===== src/hdl/kmer_diagonal_hit_chainer_top_macros.svh =====
// Assertion macros for the k-mer diagonal hit chainer.
// Used by the RTL files that check their own logic; no other dependencies.
`ifndef KMER_DIAGONAL_HIT_CHAINER_TOP_MACROS_SVH
`define KMER_DIAGONAL_HIT_CHAINER_TOP_MACROS_SVH
`ifndef SYNTHESIS
// Same-cycle implication, sampled on aclk, quiet during reset.
`define KDHC_ASSERT_IMPL(lbl, ante, cons, msg) \
    lbl: assert property (@(posedge aclk) disable iff (!aresetn) (ante) |-> (cons)) \
        else $error(msg);
// Next-cycle implication, sampled on aclk, quiet during reset.
`define KDHC_ASSERT_NEXT(lbl, ante, cons, msg) \
    lbl: assert property (@(posedge aclk) disable iff (!aresetn) (ante) |=> (cons)) \
        else $error(msg);
`else
`define KDHC_ASSERT_IMPL(lbl, ante, cons, msg)
`define KDHC_ASSERT_NEXT(lbl, ante, cons, msg)
`endif
`endif


===== src/hdl/kdhc_pkg.sv =====
// Shared types and constants for the k-mer diagonal hit chainer.
// No dependencies.
`timescale 1ns / 1ps

package kdhc_pkg;

    localparam int DIAG_W   = 32;
    localparam int SUBJ_W   = 16;
    localparam int POS_W    = 32;
    localparam int QUERY_W  = 16;
    localparam int DIST_W   = 32;
    localparam int KMER_W   = 8;
    localparam int SCORE_W  = 32;
    localparam int COUNT_W  = 32;
    localparam int CFG_IDX_W  = 4;
    localparam int CFG_DATA_W = 32;
    localparam int HITS_W   = 2;

    // Register indexes on the configuration port.
    localparam logic [CFG_IDX_W-1:0] CFG_QUERY_NUMBER        = 4'd0;
    localparam logic [CFG_IDX_W-1:0] CFG_CONNECT_DISTANCE    = 4'd1;
    localparam logic [CFG_IDX_W-1:0] CFG_KMER_LENGTH         = 4'd2;
    localparam logic [CFG_IDX_W-1:0] CFG_MIN_FRAGMENT_LENGTH = 4'd3;

    localparam logic [KMER_W-1:0] KMER_LENGTH_RESET = 8'd15;

    // Lists of this many hits or fewer report nothing at their end.
    localparam logic [HITS_W-1:0] SHORT_LIST_HITS = 2'd2;
    localparam logic [HITS_W-1:0] HIT_COUNT_MAX   = 2'd3;

    typedef struct packed {
        logic signed [DIAG_W-1:0] diagonal;
        logic [SUBJ_W-1:0]        subject;
        logic [POS_W-1:0]         position;
        logic                     last;
    } hit_t;

    typedef struct packed {
        logic [POS_W-1:0]         start;
        logic [POS_W-1:0]         stop;
        logic signed [DIAG_W-1:0] diagonal;
        logic [SCORE_W-1:0]       score;
        logic [SUBJ_W-1:0]        subject;
        logic [QUERY_W-1:0]       query;
        logic [COUNT_W-1:0]       number;
    } fragment_t;

    typedef struct packed {
        logic [QUERY_W-1:0] query_number;
        logic [DIST_W-1:0]  connect_distance;
        logic [KMER_W-1:0]  kmer_length;
        logic [DIST_W-1:0]  min_fragment_length;
        logic               clear_count;
    } cfg_t;

endpackage


===== src/hdl/kdhc_cfg.sv =====
// Configuration registers of the k-mer diagonal hit chainer.
// Depends on kdhc_pkg.
`timescale 1ns / 1ps

module kdhc_cfg (
    input  logic                               aclk,
    input  logic                               aresetn,
    input  logic                               cfg_valid,
    output logic                               cfg_ready,
    input  logic [kdhc_pkg::CFG_IDX_W-1:0]     cfg_index,
    input  logic [kdhc_pkg::CFG_DATA_W-1:0]    cfg_data,
    output kdhc_pkg::cfg_t                     cfg
);

    logic [kdhc_pkg::QUERY_W-1:0] query_reg;
    logic [kdhc_pkg::DIST_W-1:0]  dist_reg;
    logic [kdhc_pkg::KMER_W-1:0]  kmer_reg;
    logic [kdhc_pkg::DIST_W-1:0]  min_len_reg;
    logic                         clear_reg;
    logic                         wr;

    // Writes are always taken; the user must write only while the block is idle, which the block does not enforce.
    assign cfg_ready = 1'b1;
    assign wr        = cfg_valid;

    // Register file; a write to the query number also clears the fragment count.
    always_ff @(posedge aclk) begin
        if (!aresetn) begin
            query_reg   <= '0;
            dist_reg    <= '0;
            kmer_reg    <= kdhc_pkg::KMER_LENGTH_RESET;
            min_len_reg <= '0;
            clear_reg   <= 1'b0;
        end else begin
            clear_reg <= 1'b0;
            if (wr) begin
                unique case (cfg_index)
                    kdhc_pkg::CFG_QUERY_NUMBER: begin
                        query_reg <= cfg_data[kdhc_pkg::QUERY_W-1:0];
                        clear_reg <= 1'b1;
                    end
                    kdhc_pkg::CFG_CONNECT_DISTANCE: begin
                        dist_reg <= cfg_data[kdhc_pkg::DIST_W-1:0];
                    end
                    kdhc_pkg::CFG_KMER_LENGTH: begin
                        kmer_reg <= cfg_data[kdhc_pkg::KMER_W-1:0];
                    end
                    kdhc_pkg::CFG_MIN_FRAGMENT_LENGTH: begin
                        min_len_reg <= cfg_data[kdhc_pkg::DIST_W-1:0];
                    end
                    default: begin
                    end
                endcase
            end
        end
    end

    assign cfg.query_number        = query_reg;
    assign cfg.connect_distance    = dist_reg;
    assign cfg.kmer_length         = kmer_reg;
    assign cfg.min_fragment_length = min_len_reg;
    assign cfg.clear_count         = clear_reg;

endmodule


===== src/hdl/kdhc_in_reg.sv =====
// Input register stage of the k-mer diagonal hit chainer.
// Depends on kdhc_pkg.
`timescale 1ns / 1ps

module kdhc_in_reg (
    input  logic            aclk,
    input  logic            aresetn,
    input  logic            s_valid,
    output logic            s_ready,
    input  kdhc_pkg::hit_t  s_hit,
    input  logic            advance,
    output logic            hit_valid,
    output kdhc_pkg::hit_t  hit
);

    logic           valid_reg;
    kdhc_pkg::hit_t hit_reg;

    // The stage frees up whenever its item moves on in the same cycle.
    assign s_ready = !valid_reg || advance;

    always_ff @(posedge aclk) begin
        if (!aresetn) begin
            valid_reg <= 1'b0;
        end else if (s_ready) begin
            valid_reg <= s_valid;
        end
    end

    // Payload is loaded on each accepted transaction.
    always_ff @(posedge aclk) begin
        if (s_valid && s_ready) begin
            hit_reg <= s_hit;
        end
    end

    assign hit_valid = valid_reg;
    assign hit       = hit_reg;

endmodule


===== src/hdl/kdhc_chain.sv =====
// Chaining state and result register of the k-mer diagonal hit chainer.
// Depends on kdhc_pkg and kmer_diagonal_hit_chainer_top_macros.svh.
`timescale 1ns / 1ps
`include "kmer_diagonal_hit_chainer_top_macros.svh"

module kdhc_chain (
    input  logic                aclk,
    input  logic                aresetn,
    input  kdhc_pkg::cfg_t      cfg,
    input  logic                hit_valid,
    input  kdhc_pkg::hit_t      hit,
    output logic                advance,
    output logic                m_valid,
    input  logic                m_ready,
    output kdhc_pkg::fragment_t frag
);

    logic                          prev_valid_reg, prev_valid_next;
    logic signed [kdhc_pkg::DIAG_W-1:0] prev_diag_reg, prev_diag_next;
    logic [kdhc_pkg::SUBJ_W-1:0]   prev_subj_reg, prev_subj_next;
    logic [kdhc_pkg::POS_W-1:0]    prev_pos_reg, prev_pos_next;
    logic                          chain_open_reg, chain_open_next;
    logic [kdhc_pkg::POS_W-1:0]    chain_start_reg, chain_start_next;
    logic [kdhc_pkg::POS_W-1:0]    chain_end_reg, chain_end_next;
    logic signed [kdhc_pkg::DIAG_W-1:0] chain_diag_reg, chain_diag_next;
    logic [kdhc_pkg::SUBJ_W-1:0]   chain_subj_reg, chain_subj_next;
    logic [kdhc_pkg::SCORE_W-1:0]  chain_score_reg, chain_score_next;
    logic [kdhc_pkg::HITS_W-1:0]   hits_reg, hits_next;
    logic [kdhc_pkg::COUNT_W-1:0]  count_reg, count_next;
    logic                          m_valid_reg;
    kdhc_pkg::fragment_t           frag_reg, frag_next;

    logic                          proc;
    logic                          link;
    logic [kdhc_pkg::POS_W:0]      reach;
    logic                          close_now;
    logic [kdhc_pkg::POS_W+1:0]    span_lhs;
    logic [kdhc_pkg::POS_W+1:0]    span_rhs;
    logic                          emit;
    logic [kdhc_pkg::HITS_W-1:0]   hits_inc;
    logic [kdhc_pkg::COUNT_W-1:0]  count_inc;

    // The result register frees up when empty or being taken.
    assign advance = !m_valid_reg || m_ready;
    assign proc    = hit_valid && advance;

    // Link test: same diagonal and subject, step within the connect distance.
    assign reach = {1'b0, prev_pos_reg} + {1'b0, cfg.connect_distance};
    assign link  = prev_valid_reg && (prev_diag_reg == hit.diagonal)
                && (prev_subj_reg == hit.subject) && (reach >= {1'b0, hit.position});

    assign hits_inc  = (hits_reg == kdhc_pkg::HIT_COUNT_MAX) ? hits_reg
                     : hits_reg + 2'd1;
    assign count_inc = (count_reg == '1) ? count_reg : count_reg + 32'd1;

    // Chain update for one hit; at most one chain closes per hit.
    always_comb begin
        chain_open_next  = chain_open_reg;
        chain_start_next = chain_start_reg;
        chain_end_next   = chain_end_reg;
        chain_diag_next  = chain_diag_reg;
        chain_subj_next  = chain_subj_reg;
        chain_score_next = chain_score_reg;
        close_now        = 1'b0;

        if (link) begin
            if (chain_open_reg) begin
                chain_end_next = hit.position;
                if (chain_score_reg != '1) begin
                    chain_score_next = chain_score_reg + 32'd1;
                end
            end else begin
                chain_open_next  = 1'b1;
                chain_start_next = prev_pos_reg;
                chain_end_next   = hit.position;
                chain_diag_next  = prev_diag_reg;
                chain_subj_next  = prev_subj_reg;
                chain_score_next = 32'd1;
            end
        end else if (prev_valid_reg && chain_open_reg) begin
            close_now       = 1'b1;
            chain_open_next = 1'b0;
        end

        prev_valid_next = 1'b1;
        prev_diag_next  = hit.diagonal;
        prev_subj_next  = hit.subject;
        prev_pos_next   = hit.position;
        hits_next       = hits_inc;

        // End of list: close a chain of a long enough list, then start afresh.
        if (hit.last) begin
            if (chain_open_next && (hits_inc > kdhc_pkg::SHORT_LIST_HITS)) begin
                close_now = 1'b1;
            end
            chain_open_next = 1'b0;
            prev_valid_next = 1'b0;
            hits_next       = '0;
        end
    end

    // Span test end + k - 1 - start >= min, rearranged to stay non-negative.
    assign span_lhs = {2'b00, chain_end_next} + {26'd0, cfg.kmer_length};
    assign span_rhs = {2'b00, chain_start_next} + {2'b00, cfg.min_fragment_length}
                    + 34'd1;
    assign emit     = close_now && (span_lhs >= span_rhs);

    // Fragment fields come from the chain as it stands after this hit.
    always_comb begin
        frag_next.start    = chain_start_next;
        frag_next.stop     = chain_end_next;
        frag_next.diagonal = chain_diag_next;
        frag_next.score    = chain_score_next;
        frag_next.subject  = chain_subj_next;
        frag_next.query    = cfg.query_number;
        frag_next.number   = count_inc;
    end

    // Chain and previous-hit state.
    always_ff @(posedge aclk) begin
        if (!aresetn) begin
            prev_valid_reg  <= 1'b0;
            prev_diag_reg   <= '0;
            prev_subj_reg   <= '0;
            prev_pos_reg    <= '0;
            chain_open_reg  <= 1'b0;
            chain_start_reg <= '0;
            chain_end_reg   <= '0;
            chain_diag_reg  <= '0;
            chain_subj_reg  <= '0;
            chain_score_reg <= '0;
            hits_reg        <= '0;
        end else if (proc) begin
            prev_valid_reg  <= prev_valid_next;
            prev_diag_reg   <= prev_diag_next;
            prev_subj_reg   <= prev_subj_next;
            prev_pos_reg    <= prev_pos_next;
            chain_open_reg  <= chain_open_next;
            chain_start_reg <= chain_start_next;
            chain_end_reg   <= chain_end_next;
            chain_diag_reg  <= chain_diag_next;
            chain_subj_reg  <= chain_subj_next;
            chain_score_reg <= chain_score_next;
            hits_reg        <= hits_next;
        end
    end

    // Fragment counter: cleared by a query number write, saturating otherwise.
    always_comb begin
        count_next = count_reg;
        if (cfg.clear_count) begin
            count_next = '0;
        end else if (proc && emit) begin
            count_next = count_inc;
        end
    end

    always_ff @(posedge aclk) begin
        if (!aresetn) begin
            count_reg <= '0;
        end else begin
            count_reg <= count_next;
        end
    end

    // Result register.
    always_ff @(posedge aclk) begin
        if (!aresetn) begin
            m_valid_reg <= 1'b0;
        end else if (advance) begin
            m_valid_reg <= proc && emit;
        end
    end

    always_ff @(posedge aclk) begin
        if (proc && emit) begin
            frag_reg <= frag_next;
        end
    end

    assign m_valid = m_valid_reg;
    assign frag    = frag_reg;

    // Checks on the chaining logic.
    `KDHC_ASSERT_IMPL(a_open_needs_prev, chain_open_reg, prev_valid_reg, "open chain without previous hit")
    `KDHC_ASSERT_NEXT(a_last_clears, proc && hit.last, !prev_valid_reg && !chain_open_reg && (hits_reg == '0), "list end did not clear state")
    `KDHC_ASSERT_IMPL(a_number_nonzero, m_valid_reg, (frag_reg.number != '0) && (frag_reg.score != '0), "fragment with zero number or score")
    `KDHC_ASSERT_NEXT(a_result_from_item, !m_valid_reg && !proc, !m_valid_reg, "result appeared without an item")

endmodule


===== src/hdl/kmer_diagonal_hit_chainer_top.sv =====
// K-mer seed hit diagonal chainer, top level.
// A closing hit passes the input register, then its fragment goes to the result register.
// Throughput: one hit per cycle unless the output stalls; a single compare-and-add pass per hit.
// Reset: synchronous, active low; clears chain state and fragment count, restores configuration.
// Configuration writes are taken in every cycle and apply to hits processed after the write.
// Depends on kdhc_pkg, kdhc_cfg, kdhc_in_reg and kdhc_chain.
`timescale 1ns / 1ps

module kmer_diagonal_hit_chainer_top (
    input  logic                                  aclk,
    input  logic                                  aresetn,
    input  logic                                  cfg_valid,
    output logic                                  cfg_ready,
    input  logic [kdhc_pkg::CFG_IDX_W-1:0]        cfg_index,
    input  logic [kdhc_pkg::CFG_DATA_W-1:0]       cfg_data,
    input  logic                                  s_valid,
    output logic                                  s_ready,
    input  logic signed [kdhc_pkg::DIAG_W-1:0]    s_hit_diagonal,
    input  logic [kdhc_pkg::SUBJ_W-1:0]           s_hit_subject,
    input  logic [kdhc_pkg::POS_W-1:0]            s_hit_position,
    input  logic                                  s_last_of_list,
    output logic                                  m_valid,
    input  logic                                  m_ready,
    output logic [kdhc_pkg::POS_W-1:0]            m_fragment_start,
    output logic [kdhc_pkg::POS_W-1:0]            m_fragment_end,
    output logic signed [kdhc_pkg::DIAG_W-1:0]    m_fragment_diagonal,
    output logic [kdhc_pkg::SCORE_W-1:0]          m_fragment_score,
    output logic [kdhc_pkg::SUBJ_W-1:0]           m_fragment_subject,
    output logic [kdhc_pkg::QUERY_W-1:0]          m_fragment_query,
    output logic [kdhc_pkg::COUNT_W-1:0]          m_fragment_number
);

    kdhc_pkg::cfg_t      cfg;
    kdhc_pkg::hit_t      s_hit;
    kdhc_pkg::hit_t      hit;
    kdhc_pkg::fragment_t frag;
    logic                hit_valid;
    logic                advance;

    // Gather the input transaction fields.
    assign s_hit.diagonal = s_hit_diagonal;
    assign s_hit.subject  = s_hit_subject;
    assign s_hit.position = s_hit_position;
    assign s_hit.last     = s_last_of_list;

    kdhc_cfg u_cfg (
        .aclk      (aclk),
        .aresetn   (aresetn),
        .cfg_valid (cfg_valid),
        .cfg_ready (cfg_ready),
        .cfg_index (cfg_index),
        .cfg_data  (cfg_data),
        .cfg       (cfg)
    );

    kdhc_in_reg u_in_reg (
        .aclk      (aclk),
        .aresetn   (aresetn),
        .s_valid   (s_valid),
        .s_ready   (s_ready),
        .s_hit     (s_hit),
        .advance   (advance),
        .hit_valid (hit_valid),
        .hit       (hit)
    );

    kdhc_chain u_chain (
        .aclk      (aclk),
        .aresetn   (aresetn),
        .cfg       (cfg),
        .hit_valid (hit_valid),
        .hit       (hit),
        .advance   (advance),
        .m_valid   (m_valid),
        .m_ready   (m_ready),
        .frag      (frag)
    );

    // Spread the result transaction onto its ports.
    assign m_fragment_start    = frag.start;
    assign m_fragment_end      = frag.stop;
    assign m_fragment_diagonal = frag.diagonal;
    assign m_fragment_score    = frag.score;
    assign m_fragment_subject  = frag.subject;
    assign m_fragment_query    = frag.query;
    assign m_fragment_number   = frag.number;

endmodule

===== config.mk =====
export PLATFORM = sky130hd
export DESIGN_NAME = kmer_diagonal_hit_chainer_top
export DESIGN_NICKNAME = d
export VERILOG_FILES = /design/src/hdl/kdhc_pkg.sv /design/src/hdl/kdhc_cfg.sv /design/src/hdl/kdhc_in_reg.sv /design/src/hdl/kdhc_chain.sv /design/src/hdl/kmer_diagonal_hit_chainer_top.sv
export VERILOG_INCLUDE_DIRS = /design/src /design/src/hdl
export SDC_FILE = /design/constraint.sdc
export NUM_CORES = 1
export LEC_CHECK = 0
export BUFFER_PORTS_ARGS = -buffer_cell sky130_fd_sc_hd__buf_2
export CAP_MARGIN = 20
export CORE_MARGIN = 1
export CORE_UTILIZATION = 30
export DETAILED_ROUTE_END_ITERATION = 8
export PLACE_DENSITY = 0.53
export SYNTH_ARGS = -nofsm -noshare
export SYNTH_HDL_FRONTEND = slang
export SYNTH_SLANG_ARGS = --single-unit

===== constraint.sdc =====
create_clock -name aclk -period 30.7 [get_ports aclk]
set_input_delay 6.14 -clock aclk [delete_from_list [all_inputs] [get_ports aclk]]
set_output_delay 6.14 -clock aclk [all_outputs]
set_load 0.03 [all_outputs]

==> impl_metrics.env, run 1 <==
export IMPL_hold_path_class="register to register"
export IMPL_pwr_density_cell_mw_per_mm2=51.6
export IMPL_synthMuxAreaShare_pct=1.16
export IMPL_layout_setup_ws_ps=16640
export IMPL_synth_ff_type="dfxtp_1"
export IMPL_synthCells=3456
export IMPL_crit_required_ps=31230
export IMPL_maxCapViolCount=0
export IMPL_synth_simple_gate_area_share_pct=20.5
export IMPL_postLayoutCoreUtil_pct=35.6
export IMPL_ys_types=89
export IMPL_ys_warnings_count=0
export IMPL_finalSetupViolations=0
export IMPL_end_kind="register"
export IMPL_die_area_sq_mm=0.107
export IMPL_cts_sinks=624
export IMPL_dp_hpwl_um=70900
export IMPL_worstHoldPathCells=0
export IMPL_timing_final_max_slew_violations=0
export IMPL_synth_xor_area_share_pct=5.50
export IMPL_die_w_um=327
export IMPL_worst_path_most_repeated_cell="o21ai_0"
export IMPL_synth_edff_count=273
export IMPL_synth_top_family_by_area="simple AND/OR/NAND/NOR gates"
export IMPL_layout_drive_gt1_share_pct=13.7
export IMPL_cp_num_buf_inv=3
export IMPL_period_minus_slack_ps=14060
export IMPL_cts_tree="built"
export IMPL_cts_hold_buf=0
export IMPL_hold_viol=0
export IMPL_reg2reg_to="u_chain.count_reg[12]"
export IMPL_skew_ps=18.3
export IMPL_use_met2_pct=28.4
export IMPL_r2r_start="u_chain.prev_pos_reg[17]"
export IMPL_gp_congestion=0.898
export IMPL_finalSetupTns_ps=0
export IMPL_nets=3972
export IMPL_routed_wl_um=98800
export IMPL_rrSetupSlack_ps=16640
export IMPL_dp_cells=5009
export IMPL_peakVddDrop_mv=0.0437
export IMPL_outcome="completed"
export IMPL_whs_endpoint="u_chain.frag[42]"
export IMPL_synth_compound_area_share_pct=15.8
export IMPL_drt_pass1_iter_count=5
export IMPL_leakage_nw=15.3
export IMPL_path_delay_family="compound AO/OA/AOI/OAI gates"
export IMPL_drt_iter0_drc=1854
export IMPL_cp_start_kind="register"
export IMPL_gr_usage_met3_pct=2.82
export IMPL_clkTransAtPathRegs_ps=60
export IMPL_cts_setup_buffers=0
export IMPL_use_met1_pct=25.4
export IMPL_die_h_um=327
export IMPL_grt_pass1_wl_um=148000
export IMPL_crit_slowest_cell="buf_4"
export IMPL_avgSynthCellArea_sq_um=9.17
export IMPL_worstSkewPairLatency_ps=650
export IMPL_row_count=118
export IMPL_syn_to_final_growth_pct=16.9
export IMPL_drc=0
export IMPL_grt_overflow=0
export IMPL_yosys_register_bits=624
export IMPL_rsz0062_at_grt="false"
export IMPL_stdcell_count=5152
export IMPL_worstHoldStart="u_cfg.query_reg[10]"
export IMPL_worst_path_max_fanout=93
export IMPL_grtUsageTotal_pct=18.0
export IMPL_grt_max_degree=101
export IMPL_ant_nets=0
export IMPL_synth_adder_area_share_pct=5.72
export IMPL_synthesis_area_sq_mm=0.0317
export IMPL_grt_pass1_vias=24274
export IMPL_period_share_pct=45.8
export IMPL_yosysSeqAreaShare_pct=48.0
export IMPL_wl_per_cell_um=19.2
export IMPL_h_tree_depth=3
export IMPL_dp_slack_ps=16610
export IMPL_synth_async_reset_ratio_pct=0
export IMPL_grt_busiest_layer="met2"
export IMPL_critPathKind="register to register"
export IMPL_synth_net_count=3721
export IMPL_initial_core_util_pct=30.4
export IMPL_coreArea_sq_mm=0.104
export IMPL_vias=25446
export IMPL_grt_antenna_before_repair=10
export IMPL_worstMarginPinSlew_ps=1070
export IMPL_numCtsBuffers=76
export IMPL_worst_r2r_path_depth=45
export IMPL_slew_headroom_pct=29.0
export IMPL_worstPathArrival_ps=14590
export IMPL_ios=317
export IMPL_cts_resized_gates=0
export IMPL_largest_register_ffs=192
export IMPL_vias_per_cell=4.94
export IMPL_clockBufferDepth=3
export IMPL_cts_root_buf="clkbuf_16"
export IMPL_clock_fmax_mhz=71.1
export IMPL_cpPeakStageDelay_ps=900
export IMPL_port_buffers=315
[metrics by stage]
step	instance area [sq um]	hold slack, ps	total power [mW]
after floorplan	31700	408	0.988
after global placement	34600	412	1.04
after detailed placement	34600	416	1.04
after CTS	37000	428	1.94
after global routing	37100	445	1.98
final	37100	425	1.91
[worst reg2reg max path: cells and delay by family, from the launching register on]
| kind | cells | cell delay (ps) |
|---|---|---|
| AO/OA/AOI/OAI | 17 | 5160 |
| XOR/XNOR | 2 | 230 |
| AND/OR/NAND/NOR | 19 | 5060 |
| flip-flops | 1 | 320 |
| adder cells (fa/ha/maj) | 4 | 1480 |
| buffers and inverters | 3 | 1710 |
[synth_stat cells, drive strengths merged (4+ instances only)]
cell,count,share of area [%]
a21oi,153,2.4
xor2,84,2.3
nand3b,6,0.14
ha,140,5.5
nor2,190,2.3
or2,6,0.13
o21bai,9,0.21
buf,23,0.41
o211a,29,0.92
inv,93,1.1
a21o,33,0.78
and2,15,0.30
a31o,22,0.64
a31oi,9,0.23
nor4,17,0.34
clkbuf,148,1.8
dfxtp,351,22
nand3,61,0.96
and4,11,0.30
a311oi,5,0.16
nand4b,4,0.11
mux2i,21,0.66
o31ai,9,0.23
o21ai,96,1.5
nor3b,19,0.45
or4,11,0.26
or3,16,0.32
xnor2,114,3.2
and3,41,0.81
mux2,14,0.50
a21boi,261,6.2
a211oi,16,0.45
nor3,37,0.58
nor2b,32,0.63
edfxtp,273,26
nand4,56,1.1
nand2b,45,0.89
o2111ai,5,0.16
o211ai,12,0.30
nand2,905,11
o21a,19,0.45
[layout make-up]
type / instances / area (sq um)
Sequential cell: 624 / 15200
Clock buffer: 95 / 2030
Timing Repair Buffer: 344 / 1800
Clock inverter: 46 / 410
Inverter: 93 / 357
Tap cell: 1380 / 1730
Antenna cell: 2 / 5.00
Multi-Input combinational cell: 2568 / 15500
Fill cell: 10716 / 67000
[metal layers]
metal  part of all wire [%]  vias up  routed length, um
met5                  0.022        -                 22
met4                    2.2        4               2130
met3                    5.5      125               5430
met2                     45      707              44300
met1                     48    12105              47000
li1                       -    12505                  -
[power by group]
part / internal (mW) / leakage [nW] / total [mW] / switching (mW)
registers: 0.882 / 5.74 / 0.902 / 0.0193
logic: 0.0449 / 8.38 / 0.121 / 0.0765
clock network: 0.510 / 1.20 / 0.888 / 0.378
[worst max-delay path by stage]
| stage | startpoint | endpoint | slack, ps | cells after the start |
|---|---|---|---|---|
| after detailed placement | u_chain.prev_pos_reg[17] | u_chain.count_reg[23] | 16610 | 44 |
| after floorplan | m_ready | s_ready | 17970 | 2 |
| after global placement | u_chain.prev_pos_reg[17] | u_chain.count_reg[23] | 16720 | 46 |
| after CTS | u_cfg.dist_reg[17] | u_chain.count_reg[23] | 16570 | 44 |
| final | u_chain.prev_pos_reg[17] | u_chain.count_reg[12] | 16640 | 45 |
| after global routing | u_cfg.dist_reg[17] | u_chain.count_reg[23] | 15480 | 45 |
[cell usage in the layout (no fill, tap or decap), types with 21 or more instances in the layout]
master / netlist / layout
nand2_1: 905 / 905
dfxtp_1: 351 / 351
buf_2: 8 / 317
edfxtp_1: 273 / 273
a21boi_0: 260 / 260
nor2_1: 190 / 189
a21oi_1: 151 / 151
ha_1: 140 / 140
xnor2_1: 113 / 113
inv_1: 91 / 91
o21ai_0: 85 / 85
xor2_1: 84 / 84
clkbuf_16: 0 / 77
nand3_1: 61 / 61
nand4_1: 56 / 56
nand2b_1: 45 / 43
and3_1: 41 / 41
nor3_1: 37 / 36
a21o_1: 33 / 33
nor2b_1: 32 / 29
o211a_1: 29 / 29
buf_4: 3 / 25
mux2i_1: 21 / 21
[kinds of logic (layout without fill, tap and decap cells)]
kind of cell             after synthesis  in the layout
other                                  1              3
XOR/XNOR                             198            198
multiplexers                          35             35
AND/OR/NAND/NOR                     1480           1480
flip-flops                           624            624
adder cells (fa/ha/maj)              143            143
AO/OA/AOI/OAI                        711            711
buffers and inverters                264            578
(Power assumes the default switching activity.)
==> inputs of run 2 (changes only) <==
==> constraint.sdc (replaced) <==
create_clock -name aclk -period 13.25 [get_ports aclk]
set_input_delay 2.65 -clock aclk [delete_from_list [all_inputs] [get_ports aclk]]
set_output_delay 2.65 -clock aclk [all_outputs]
set_load 0.03 [all_outputs]
==> run 2 against run 1 <==
  * Register-to-register slack worse by 15000 ps
  * Largest power group unchanged
  * First-iteration DRC count down 4.9%
  * Combinational power grew 130%
  * Routed wire length fell by 0.23%
  * Largest cell class unchanged
  * Sequential share of layout area shrank 0.15 points
  * Design area rose by 0.37%
  * Utilization grew 0.13 points
  * Clock-buffer cell count is 13 higher
  * Total power is 130% higher
==> impl_metrics.env, run 2 (synthesized netlist as in run 1, its figures left out) <==
export IMPL_outcome="completed"
export IMPL_initial_core_util_pct=30.4
export IMPL_multi_input_area_sq_mm=0.0155
export IMPL_coreArea_sq_mm=0.104
export IMPL_period_minus_slack_ps=12080
export IMPL_final_common_cell="nand2_1"
export IMPL_pwr_density_cell_mw_per_mm2=119
export IMPL_grt_pass1_wl_um=149000
export IMPL_regArea_sq_mm=0.0152
export IMPL_gr_usage_met3_pct=3.46
export IMPL_grt_max_degree=103
export IMPL_clockBufferDepth=3
export IMPL_clock_fmax_mhz=82.8
export IMPL_slew_headroom_pct=28.3
export IMPL_cp_start_kind="register"
export IMPL_h_tree_depth=3
export IMPL_use_met2_pct=28.5
export IMPL_grtUsageTotal_pct=18.0
export IMPL_use_met1_pct=25.2
export IMPL_worst_path_most_repeated_cell="o21ai_0"
export IMPL_antenna_cells=0
export IMPL_fillCellCount=10745
export IMPL_crit_required_ps=13770
export IMPL_finalSetupViolations=0
export IMPL_dp_hpwl_um=70900
export IMPL_worst_path_max_fanout=68
export IMPL_critPathKind="register to register"
export IMPL_drt_pass1_iter_count=7
export IMPL_peakVddDrop_mv=0.0908
export IMPL_ios=317
export IMPL_worstSkewPairLatency_ps=660
export IMPL_hold_path_class="register to register"
export IMPL_worstPathArrival_ps=12600
export IMPL_grt_busiest_layer="met2"
export IMPL_layout_drive_gt1_share_pct=14.1
export IMPL_cts_hold_buf=0
export IMPL_skew_ps=34.8
export IMPL_die_w_um=327
export IMPL_hold_worst_slack_ps=430
export IMPL_ant_nets=0
export IMPL_wl_per_cell_um=19.1
export IMPL_rsz0062_at_grt="false"
export IMPL_grt_pass1_vias=24195
export IMPL_period_share_pct=91.2
export IMPL_hold_viol=0
export IMPL_routed_wl_um=98600
export IMPL_timing_final_max_slew_violations=0
export IMPL_maxCapViolCount=0
export IMPL_drt_iter0_drc=1763
export IMPL_layout_common_cells="904 x nand2_1, 351 x dfxtp_1, 315 x buf_2"
export IMPL_end_kind="register"
export IMPL_die_h_um=327
export IMPL_finalSetupTns_ps=0
export IMPL_clkTransAtPathRegs_ps=60
export IMPL_die_area_sq_mm=0.107
export IMPL_grt_antenna_before_repair=5
export IMPL_leakage_nw=15.4
export IMPL_drc=0
export IMPL_gp_congestion=0.907
export IMPL_cts_sinks=624
export IMPL_syn_to_final_growth_pct=17.3
export IMPL_worstMarginPinSlew_ps=1080
export IMPL_crit_slowest_cell="fa_1"
export IMPL_cts_tree="built"
export IMPL_cts_root_buf="clkbuf_16"
export IMPL_row_count=118
export IMPL_vias=25454
export IMPL_largest_register_ffs=192
export IMPL_vias_per_cell=4.93
export IMPL_numCtsBuffers=78
export IMPL_port_buffers=315
export IMPL_grt_overflow=0
export IMPL_nets=3983
export IMPL_cpPeakStageDelay_ps=530
-- run 2: changes by cell type in the layout (fill, tap and decap cells not counted), moves of 2 or more --
cell	before	now
clkbuf_16	77	80
clkinv_1	14	6
bufinv_16	4	1
clkbuf_1	14	22
clkinv_2	14	12
diode_2	2	0
buf_4	25	33
buf_2	317	315
buf_12	0	4
clkbuf_2	0	2
clkinvlp_4	3	6
-- run 2: per-stage QoR --
stage | worst slack, ps | instances | total power [mW] | utilization, % | area [sq um]
after floorplan | 999 | 3456 | 2.29 | - | 31700
after global placement | 1220 | 5017 | 2.41 | 33.4 | 34700
after detailed placement | 999 | 5018 | 2.41 | 33.4 | 34700
after CTS | 944 | 5163 | 4.49 | 35.7 | 37200
after global routing | 18.4 | 5163 | 4.59 | 35.7 | 37200
final | 1170 | 5163 | 4.42 | 35.7 | 37200
-- run 2: worst paths after layout --
kind	startpoint	endpoint	slack, ps	cells after the start
hold / removal	u_cfg.query_reg[10]	u_chain.frag[42]	430	0
setup reg to reg	u_chain.prev_pos_reg[0]	u_chain.count_reg[0]	1170	47
hold reg to reg	u_cfg.query_reg[10]	u_chain.frag[42]	430	0
setup / recovery	u_chain.prev_pos_reg[0]	u_chain.count_reg[0]	1170	47
-- run 2: per-layer routing --
layer	share of wire [%]	wire length (um)
met4	2.1	2080
met2	45	44100
met5	0.037	36
met3	6.1	6040
met1	47	46300
-- run 2: layout make-up --
cell class / instances / area share, %
inverters: 93 / 0.959
well taps: 1380 / 4.64
clock buffers: 108 / 5.78
flip-flops and latches: 624 / 40.9
clock inverters: 37 / 0.821
multi-input cells: 2568 / 41.7
repair buffers: 353 / 5.16
-- run 2: what timing repair did --
action | in CTS | in global routing
buffers inserted | 0 | 0
resized for setup | 0 | 3
setup endpoints to repair | 0 | 172
endpoints found under the hold margin | 0 | 0
-- run 2: worst max-delay path, delay by kind of cell, from the launching register on --
| kind | cells | cell delay (ps) |
|---|---|---|
| buf+inv | 3 | 740 |
| compound gates | 24 | 6330 |
| fa+ha+maj | 5 | 1680 |
| simple gates | 12 | 2120 |
| flops | 1 | 350 |
| xor+xnor | 3 | 640 |
-- run 2: report_power, final --
group	total, mW	leakage [nW]	internal, mW	switching [mW]
Clock	2.05	1.19	1.17	0.878
Combinational	0.281	8.44	0.104	0.178
Sequential	2.09	5.74	2.04	0.0448
Total	4.42	15.4	3.32	1.10
==> inputs of run 3 (changes only) <==
--- a/config.mk
+++ b/config.mk
@@ -6,12 +6,12 @@
 export SDC_FILE = /design/constraint.sdc
 export NUM_CORES = 1
 export LEC_CHECK = 0
-export BUFFER_PORTS_ARGS = -buffer_cell sky130_fd_sc_hd__buf_2
 export CAP_MARGIN = 20
 export CORE_MARGIN = 1
 export CORE_UTILIZATION = 30
 export DETAILED_ROUTE_END_ITERATION = 8
-export PLACE_DENSITY = 0.53
+export DONT_BUFFER_PORTS = 1
+export PLACE_DENSITY = 0.51
 export SYNTH_ARGS = -nofsm -noshare
 export SYNTH_HDL_FRONTEND = slang
 export SYNTH_SLANG_ARGS = --single-unit
==> run 3 against run 2 <==
  * First-iteration DRC count up 11%
  * Clock-buffer cell count fell by 8
  * Combinational power is 14% lower
  * Utilization down 1.3 points
  * Clock power increased by 9%
  * Fmax down 3.2%
  * Global-route usage down 0.078 points
  * Clock skew down 4.2 ps
  * Final cell count down 6.1%
==> impl_metrics.env, run 3 (synthesized netlist as in run 1, its figures left out) <==
export IMPL_clkTransAtPathRegs_ps=60
export IMPL_die_h_um=327
export IMPL_ios=317
export IMPL_worstHoldPathCells=0
export IMPL_finalSetupViolations=0
export IMPL_timing_final_max_slew_violations=0
export IMPL_largest_register_ffs=192
export IMPL_grt_pass1_vias=22636
export IMPL_final_common_cell="nand2_1"
export IMPL_gp_congestion=0.913
export IMPL_layout_drive_gt1_share_pct=6.35
export IMPL_fillCellCount=10711
export IMPL_layout_setup_ws_ps=770
export IMPL_wl_per_cell_um=20.4
export IMPL_vias=24149
export IMPL_outcome="completed"
export IMPL_worst_r2r_path_depth=43
export IMPL_drt_iter0_drc=1961
export IMPL_pwr_density_cell_mw_per_mm2=127
export IMPL_cts_resized_gates=0
export IMPL_grtUsageTotal_pct=18.0
export IMPL_cts_root_buf="clkbuf_16"
export IMPL_grt_overflow=0
export IMPL_cts_setup_buffers=0
export IMPL_routed_wl_um=98900
export IMPL_clock_fmax_mhz=80.1
export IMPL_row_count=118
export IMPL_ant_nets=0
export IMPL_hold_viol=0
export IMPL_worst_path_max_fanout=60
export IMPL_peakVddDrop_mv=0.103
export IMPL_dp_slack_ps=965
export IMPL_cts_sinks=624
export IMPL_period_minus_slack_ps=12480
export IMPL_finalSetupTns_ps=0
export IMPL_crit_required_ps=13600
export IMPL_period_share_pct=94.2
export IMPL_rrSetupSlack_ps=770
export IMPL_worstSkewPairLatency_ps=670
export IMPL_worstPathArrival_ps=12830
export IMPL_dp_hpwl_um=70400
export IMPL_critPathKind="register to register"
export IMPL_die_area_sq_mm=0.107
export IMPL_grt_max_degree=323
export IMPL_h_tree_depth=3
export IMPL_cts_tree="built"
export IMPL_clockBufferDepth=3
export IMPL_rsz0062_at_grt="false"
export IMPL_crit_slowest_cell="nor4_1"
export IMPL_cts_hold_buf=0
export IMPL_port_buffers=0
export IMPL_hold_path_class="register to register"
export IMPL_final_area_sq_mm=0.0358
export IMPL_initial_core_util_pct=30.4
export IMPL_worst_path_most_repeated_cell="o21ai_0"
export IMPL_die_w_um=327
export IMPL_leakage_nw=14.0
export IMPL_numCtsBuffers=77
export IMPL_drc=0
export IMPL_skew_ps=30.6
export IMPL_drt_pass1_iter_count=7
export IMPL_syn_to_final_growth_pct=13.0
export IMPL_cpPeakStageDelay_ps=670
export IMPL_cp_start_kind="register"
export IMPL_vias_per_cell=4.98
export IMPL_worstMarginPinSlew_ps=1050
export IMPL_nets=3664
export IMPL_hold_worst_slack_ps=425
export IMPL_layout_common_cells="904 x nand2_1, 351 x dfxtp_1, 273 x edfxtp_1"
export IMPL_slew_headroom_pct=29.6
export IMPL_place_area_sq_mm=0.0331
export IMPL_coreArea_sq_mm=0.104
export IMPL_grt_pass1_wl_um=146000
export IMPL_grt_antenna_before_repair=18
export IMPL_end_kind="register"
export IMPL_maxCapViolCount=0
run 3: cell type report:
cell class / count / area (sq um) / area share (%)
clock inverter: 44 / 589 / 1.65
timing repair buffer: 34 / 298 / 0.831
inverter: 93 / 357 / 0.996
tap: 1380 / 1730 / 4.82
sequential: 624 / 15200 / 42.5
clock buffer: 100 / 2120 / 5.91
multi-input combinational: 2569 / 15500 / 43.3
antenna: 3 / 7.51 / 0.0210
run 3: layer usage:
metal  routed length [um]  up-vias  GRT usage (%)
li1                     -    11907              -
met5                  170        -              0
met2                43300      633           27.6
met4                 1940       26           4.64
met1                46300    11459           24.8
met3                 7170      124           4.84
run 3: report_power, final:
group	switching (mW)	total (mW)	internal, mW
sequential	0.0443	2.09	2.04
clock	0.909	2.23	1.32
combinational	0.152	0.243	0.0908
total	1.11	4.57	3.46
run 3: worst paths after layout:
path / start / to
max reg2reg: u_chain.prev_pos_reg[18] / u_chain.frag[9]
min: u_cfg.query_reg[8] / u_chain.frag[40]
max: u_chain.prev_pos_reg[18] / u_chain.frag[9]
min reg2reg: u_cfg.query_reg[8] / u_chain.frag[40]
run 3: critical path: cells and delay by family (launching register included):
family / cells / cell delay [ps]
AOI/OAI and AO/OA: 17 / 4840
and+or+nand+nor: 16 / 3910
adders and majority gates: 4 / 1400
xor gates and xnor gates: 3 / 690
DFF: 1 / 360
buffers and inverters: 3 / 900
run 3: through the flow:
step,std cells,utilization [%],total power [mW]
detailed placement,4699,31.8,2.37
global route,4845,34.4,4.73
finish,4847,34.4,4.57
global placement,4697,31.8,2.37
floorplan,3456,-,2.29
CTS,4843,34.4,4.62
